==> src/rtl/c2s_pkg.sv <==
// ---------------------------------------------------------------------------
// c2s_pkg
// Shared types, constants and the arctangent table of the Cartesian to
// spherical converter.
// ---------------------------------------------------------------------------
`timescale 1ns / 1ps
`default_nettype none

package c2s_pkg;

   // guard fraction bits carried under the coordinates
   localparam int FRAC_BITS = 16;
   // wide enough for a 32-bit coordinate with guard bits and two CORDIC gains
   localparam int DATA_W    = 56;
   // signed angle accumulator
   localparam int ANG_W     = 34;
   localparam int TABLE_LEN = 40;

   // 0.60725293500888 in unsigned Q0.32
   localparam logic [31:0]        GAIN_Q32 = 32'h9B74_EDA8;
   localparam logic signed [31:0] LAT_MAX  = 32'sh4000_0000;
   localparam logic signed [31:0] LAT_MIN  = -32'sh4000_0000;

   typedef struct packed {
      logic signed [31:0] x_coord;
      logic signed [31:0] y_coord;
      logic signed [31:0] z_coord;
   } req_payload_type;

   typedef struct packed {
      logic [31:0]        radius;
      logic [31:0]        longitude;
      logic signed [31:0] latitude;
   } rsp_payload_type;

   // side data riding along the first CORDIC pass
   typedef struct packed {
      logic signed [31:0] z_coord;
      logic               half_turn;
      logic               xy_zero;
      logic               all_zero;
   } p1_side_type;

   // side data riding along the first gain stage
   typedef struct packed {
      logic signed [31:0] z_coord;
      logic [31:0]        longitude;
      logic               all_zero;
   } g1_side_type;

   // side data riding along the second CORDIC pass
   typedef struct packed {
      logic [31:0] longitude;
      logic        all_zero;
   } p2_side_type;

   // side data riding along the second gain stage
   typedef struct packed {
      logic [31:0]        longitude;
      logic signed [31:0] latitude;
      logic               all_zero;
   } g2_side_type;

   // atan(2^-i) in units of 2pi/2^32
   function automatic logic [31:0] atan_entry(input int idx);
      logic [31:0] entry;
      case (idx)
         0:  entry = 32'h2000_0000;
         1:  entry = 32'h12E4_051E;
         2:  entry = 32'h09FB_385B;
         3:  entry = 32'h0511_11D4;
         4:  entry = 32'h028B_0D43;
         5:  entry = 32'h0145_D7E1;
         6:  entry = 32'h00A2_F61E;
         7:  entry = 32'h0051_7C55;
         8:  entry = 32'h0028_BE53;
         9:  entry = 32'h0014_5F2F;
         10: entry = 32'h000A_2F98;
         11: entry = 32'h0005_17CC;
         12: entry = 32'h0002_8BE6;
         13: entry = 32'h0001_45F3;
         14: entry = 32'h0000_A2FA;
         15: entry = 32'h0000_517D;
         16: entry = 32'h0000_28BE;
         17: entry = 32'h0000_145F;
         18: entry = 32'h0000_0A30;
         19: entry = 32'h0000_0518;
         20: entry = 32'h0000_028C;
         21: entry = 32'h0000_0146;
         22: entry = 32'h0000_00A3;
         23: entry = 32'h0000_0051;
         24: entry = 32'h0000_0029;
         25: entry = 32'h0000_0014;
         26: entry = 32'h0000_000A;
         27: entry = 32'h0000_0005;
         28: entry = 32'h0000_0003;
         29: entry = 32'h0000_0001;
         30: entry = 32'h0000_0001;
         default: entry = 32'h0000_0000;
      endcase
      return entry;
   endfunction

endpackage

`default_nettype wire

==> src/rtl/c2s_gain_stage.sv <==
// ---------------------------------------------------------------------------
// c2s_gain_stage
// Removes the CORDIC gain: (a * gain + 2^31) >> 32, as two partial
// products in one stage and their rounded sum in the next.
// ---------------------------------------------------------------------------
`timescale 1ns / 1ps
`default_nettype none

module c2s_gain_stage #(
   parameter int SIDE_W = 1
) (
   input  wire logic                       clock,
   input  wire logic                       reset,
   input  wire logic                       up_valid,
   output logic                            up_ready,
   input  wire logic [c2s_pkg::DATA_W-1:0] up_value,
   input  wire logic [SIDE_W-1:0]          up_side,
   output logic                            dn_valid,
   input  wire logic                       dn_ready,
   output logic [c2s_pkg::DATA_W-1:0]      dn_value,
   output logic [SIDE_W-1:0]               dn_side
);

   localparam int DATA_W = c2s_pkg::DATA_W;
   localparam int HI_W   = DATA_W - 32;

   logic              prod_valid_ff, out_valid_ff, prod_ready;
   logic [63:0]       lo_prod_ff, lo_prod_in, lo_round;
   logic [DATA_W-1:0] hi_prod_ff, hi_prod_in;
   logic [SIDE_W-1:0] prod_side_ff, out_side_ff;
   logic [DATA_W-1:0] value_ff, value_in;

   assign lo_prod_in = 64'(up_value[31:0]) * 64'(c2s_pkg::GAIN_Q32);
   assign hi_prod_in = DATA_W'(up_value[DATA_W-1:32]) * DATA_W'(c2s_pkg::GAIN_Q32);

   // low partial product rounded half up before its upper word joins
   assign lo_round = lo_prod_ff + 64'h0000_0000_8000_0000;
   assign value_in = hi_prod_ff + DATA_W'(lo_round[63:32]);

   assign prod_ready = ~out_valid_ff | dn_ready;
   assign up_ready   = ~prod_valid_ff | prod_ready;

   always_ff @(posedge clock) begin
      if (reset) begin
         prod_valid_ff <= 1'b0;
         out_valid_ff  <= 1'b0;
      end else begin
         if (up_ready) begin
            prod_valid_ff <= up_valid;
         end
         if (prod_ready) begin
            out_valid_ff <= prod_valid_ff;
         end
      end
   end

   always_ff @(posedge clock) begin
      if (up_valid && up_ready) begin
         lo_prod_ff   <= lo_prod_in;
         hi_prod_ff   <= hi_prod_in;
         prod_side_ff <= up_side;
      end
      if (prod_valid_ff && prod_ready) begin
         value_ff    <= value_in;
         out_side_ff <= prod_side_ff;
      end
   end

   assign dn_valid = out_valid_ff;
   assign dn_value = value_ff;
   assign dn_side  = out_side_ff;

   // the high partial product is bounded since HI_W bits hold the upper word
   a_hi_fits: assert property (@(posedge clock) disable iff (reset)
      prod_valid_ff |-> (hi_prod_ff[DATA_W-1] == 1'b0 || HI_W > DATA_W))
      else $error("gain stage high product overflow");

endmodule

`default_nettype wire

==> config.mk <==
export PLATFORM = sky130hd
export DESIGN_NAME = c2s_gain_stage
export DESIGN_NICKNAME = d
export VERILOG_FILES = /design/src/rtl/c2s_pkg.sv /design/src/rtl/c2s_gain_stage.sv
export SDC_FILE = /design/constraint.sdc
export NUM_CORES = 2
export LEC_CHECK = 0
export BUFFER_PORTS_ARGS = -buffer_cell sky130_fd_sc_hd__buf_4
export CORE_MARGIN = 8
export CORE_UTILIZATION = 60
export CTS_CLUSTER_DIAMETER = 100
export DETAILED_ROUTE_END_ITERATION = 10
export HOLD_SLACK_MARGIN = 0.12
export PLACE_DENSITY = 0.86
export SLEW_MARGIN = 10
export SYNTH_ARGS = -nofsm -noshare
export SYNTH_HDL_FRONTEND = slang
export SYNTH_SLANG_ARGS = --single-unit
==> constraint.sdc <==
create_clock -name clock -period 6.5 [get_ports clock]
set_clock_uncertainty 0.2 [all_clocks]
set_input_delay 0.325 -clock clock [delete_from_list [all_inputs] [get_ports clock]]
set_output_delay 0.325 -clock clock [all_outputs]
set_load 0.05 [all_outputs]
; Word level (Yosys, flattened, before mapping)
; Index checks and enable logic that the tools add are counted.
[word_totals]
ff_bits = 174
out_inout_bits = 59
elab_cells = 17
[op_classes]
add_sub_neg = 2
multipliers = 2
n_bitwise = 4
reduce_logical = 2
[op_table]
columns = operator, count
row1 = $add 64x32->64 const B, 1
row2 = $mul 32x29->61 const B, 1
row3 = $add 56x32->56, 1
row4 = $mul 24x29->53 const B, 1
row5 = $logic_and 1x1->1, 2
row6 = $not 1->1, 2
row7 = $or 1x1->1, 2

; Depth between registers and ports, before layout
[depth]
ltp_word = 4
mapped_depth = 26

; Worst setup path after synthesis
; No wires, ideal clock.
[synth_path]
path_type = input to register
from = input up_value[12] (netlist bit)
to = register lo_prod_ff[63] (data pin)
arrival_time_ns = 6.461
path_slack_ns = -0.421
path_stages = 26
n_path_buf = 1
cell_sequence = inv_1 > fa_1 > fa_1 > inv_1 > fa_1 > inv_1 > fa_1 > inv_1 > fa_1 > fa_1 > fa_1 > inv_1 > fa_1 > inv_1 > ha_1 > clkbuf_1 > a21oi_1 > o211ai_1 > a221oi_1 > nor2_1 > a21oi_1 > o311a_1 > o21ai_1 > a31o_2 > a21oi_1 > xnor2_1
[synth_between]
elab_chain_cells = 1
[synth_lines]
columns = element, line
row1 = start: declaration, c2s_gain_stage.sv:16  ; input wire logic [c2s_pkg::DATA_W-1:0] up_value,
row2 = $mul 32x29->61, c2s_gain_stage.sv:33  ; assign lo_prod_in = 64'(up_value[31:0]) * 64'(c2s_pkg::GAIN_Q32);
row3 = net lo_prod_in[63], c2s_gain_stage.sv:28  ; logic [63:0] lo_prod_ff, lo_prod_in, lo_round;
row4 = end signal: assignment, c2s_gain_stage.sv:59  ; lo_prod_ff <= lo_prod_in;
row5 = end: declaration, c2s_gain_stage.sv:28
; The timed path passes the listed nets, and every way through them passes these cells.
; A chain may end at the register's enable or synchronous reset.

; Worst setup path in the final report
[layout_path]
from = input up_value[15] (netlist bit)
to = register lo_prod_ff[60] (data pin)
; Same word-level chain as after synthesis.

==> summary.txt <==
Min path
  • Worst Hold Class: in2reg
  • Hold_sp: up_value[34]
  • Hold EP: hi_prod_ff[5]
  • Hold Crit Depth: 3

Critical path
  • Crit-path leading delay family: adder cells
  • CP cell instances: buf_4, buf_12, clkinvlp_4, buf_4, fa_2, fa_1, inv_1, fa_1, inv_1, fa_1, inv_1, fa_1, fa_1, fa_1, ha_1, ha_1, a21o_1, a21o_1, a21oi_1, nor3b_1, a22o_1, o21ai_4, o21bai_1, xnor2_1
  • CP Max Fanout: 5
  • Reg2reg start: lo_prod_ff[33]
  • Crit. Startpoint: up_value[15]
  • R2R setup slack: 1.18 ns
  • Most frequent CP cell: fa_1
  • Setup Crit Path Kind: in2reg
  • CP required: 6.49 ns
  • Crit-path slowest cell: fa_1
  • Worst Path Arrival: 7.11 ns
  • Setup crit end kind: flop
  • Buf/Inv on CP: 7
  • R2R Path End: dn_value[55]
  • Startpoint Class: input pin
  • Worst-case reg-to-reg path depth: 15
  • Crit-path max cell delay: 0.61 ns

Routing
  • Router iterations before antenna repair: 6
  • DRC Markers: 0
  • DRT iter0 DRCs: 3413
  • ANT nets after route: 0
  • Avg WL per Cell: 23.62 um
  • DRT Wirelength: 121000 um
  • Vias: 30390
  • Vias/cell: 5.936

Clocking
  • CTS H-tree depth: 4
  • CTS buffer count: 17
  • Clock-pin slew on the worst setup and hold paths: 0.07 ns
  • Clock Tree Buf Depth: 2
  • CTS tree: built
  • Worst skew pair latency: 0.45 ns
  • Clock sink count: 146
  • Clk root buf: clkbuf_16

Global routing
  • Vias in the first global route: 32340
  • First-pass GRT wire length: 172600 um
  • Remaining Overflow, GRT: 0
  • Largest net degree at the start of global routing: 58
  • GRT Total Usage: 31.51%
  • Initial antenna violation count: 3

Yosys
  • Yosys warns: 0
  • Sequential area share after synthesis: 11.65%
  • Top_reg_cell synth: edfxtp_1
  • Synth Net Count: 5050
  • Syn_area_per_cell: 10.36 sq um
  • Most frequent cell after synthesis: inv_1
  • Cell taking the most area after synthesis: fa_1
  • Post-synth EDFFs: 144
  • Post-synthesis cell area: 37450 sq um
  • Synth async-reset ratio: 0%
  • Top cells by count, synth: inv_1, fa_1, ha_1
  • Synthesized flop and latch total: 146
  • Distinct cell type count after synthesis: 65
  • Cell count after synthesis: 3616
  • Synth top area share: 40.62%
  • Area contributors post-synth: fa_1, ha_1, inv_1, edfxtp_1, xnor2_1

STA
  • Final Max Tran Viols: 0
  • Fmax: 140.4 MHz
  • Fin crit share: 109.6%
  • Setup TNS Final: -11.38 ns
  • Actual transition at the worst max-transition pin: 0.8474 ns
  • RSZ-0062 raised after global routing: yes
  • Min Tclk post-route: 7.124 ns
  • Setup violators final: 32
  • Final worst slack: -0.6238 ns
  • Final Hold Viols: 0
  • Slew headroom: 43.51%

Place
  • GPL Wtd Cong: 1.040
  • Port bufs: 119
  • Post-DP HPWL: 94730 um

Job
  • Max cap viols: 0

Floorplan
  • Rows: 91
  • Ports: 120
  • Total core area: 61710 sq um
  • Die X: 265.8 um
  • Die area: 70670 sq um
  • Initial Utilization: 60.69%
  • Die Y: 265.8 um

Status
  • Failing checks: negative setup slack
  • Status: complete, but fails checks

Finish
  • Filler cells: 3617
  • Layout area overhead: 21.45%
  • Final #Nets: 5702
  • Layout cells sized above 1: 21.49%
state kept, by name (all words and copies together) (netlist names):
name           cells
dn_side            1
dn_value          56
hi_prod_ff        53
prod_side_ff       1
lo_prod_ff        33
prod_valid_ff      1
dn_valid           1
what timing repair did:
action | 4_1_cts | 5_1_grt
setup endpoints to repair | 36 | 44
resized for setup | 97 | 174
hold endpoints to repair | 5 | 0
pin swaps | 37 | 120
buffers inserted | 10 | 33
hold buffers | 7 | 0
per-stage QoR:
stage	hold WS, ns	cells	instance area (sq um)	utilization (%)	worst slack, ns
6_report	0.1573	5120	45490	73.71	-0.6238
5_1_grt	0.1581	5118	45480	73.70	-0.8115
4_1_cts	0.1961	5089	44400	71.95	-0.2277
3_5_place_dp	0.2074	5040	43210	70.02	-1.088
3_3_place_gp	0.2040	5040	43210	70.02	-0.7581
2_1_floorplan	0.1974	3616	37610	-	-0.3203
routing by layer:
metal	vias to the layer above	wire length, um	global-route usage, %
li1	12500	-	-
met1	14820	40980	38.63
met2	2268	56140	51.98
met3	810	13310	6.856
met4	2	10510	16.94
met5	-	13	0
cells by family after synthesis:
logic type / synth area share [%]
adders and majority gates: 61.10
and+or+nand+nor: 4.270
DFF: 11.65
buffers and inverters: 12.10
AOI/OAI and AO/OA: 7.086
xor gates and xnor gates: 3.788
worst max-delay path by stage:
stage / to / cells after the start
final: lo_prod_ff[60] / 24
after global placement: lo_prod_ff[61] / 25
after CTS: lo_prod_ff[63] / 26
after floorplan: lo_prod_ff[63] / 26
after detailed placement: lo_prod_ff[61] / 25
after global routing: lo_prod_ff[60] / 24
layout make-up:
class	instances	area (sq um)	share of cell area, %
timing repair buffer	663	5189	11.41
tap	837	1047	2.302
antenna	2	5.005	0.01100
inverter	1176	4452	9.787
sequential	146	4364	9.594
multi-input combinational	2264	29840	65.60
clock buffer	18	429.2	0.9435
clock inverter	14	161.4	0.3548
placed cells by master (no fill, tap or decap), types with 21 or more instances in the layout:
| cell | netlist | layout |
|---|---|---|
| a21o_1 | 80 | 80 |
| a21oi_1 | 138 | 107 |
| a21oi_2 | 0 | 27 |
| buf_4 | 0 | 625 |
| buf_6 | 0 | 21 |
| edfxtp_1 | 144 | 144 |
| fa_1 | 760 | 740 |
| ha_1 | 613 | 561 |
| ha_4 | 0 | 44 |
| inv_1 | 1176 | 1139 |
| inv_2 | 0 | 27 |
| nand2_1 | 99 | 93 |
| nand3_1 | 37 | 35 |
| nand4_1 | 35 | 35 |
| nor2_1 | 58 | 53 |
| o21ai_0 | 51 | 38 |
| o21bai_1 | 29 | 28 |
| xnor2_1 | 108 | 102 |
| xor2_1 | 54 | 52 |
worst register-to-register path: cells and delay by family, from the launching register on:
kind,cells,cell delay [ns]
AOI/OAI and AO/OA,1,0.36
adders and majority gates,1,0.42
xor gates and xnor gates,2,0.41
and+or+nand+nor,11,3.36
DFF,1,0.41
Power is not shown: default switching activity piles up to over one toggle a cycle in this logic, so the estimate is an artifact.
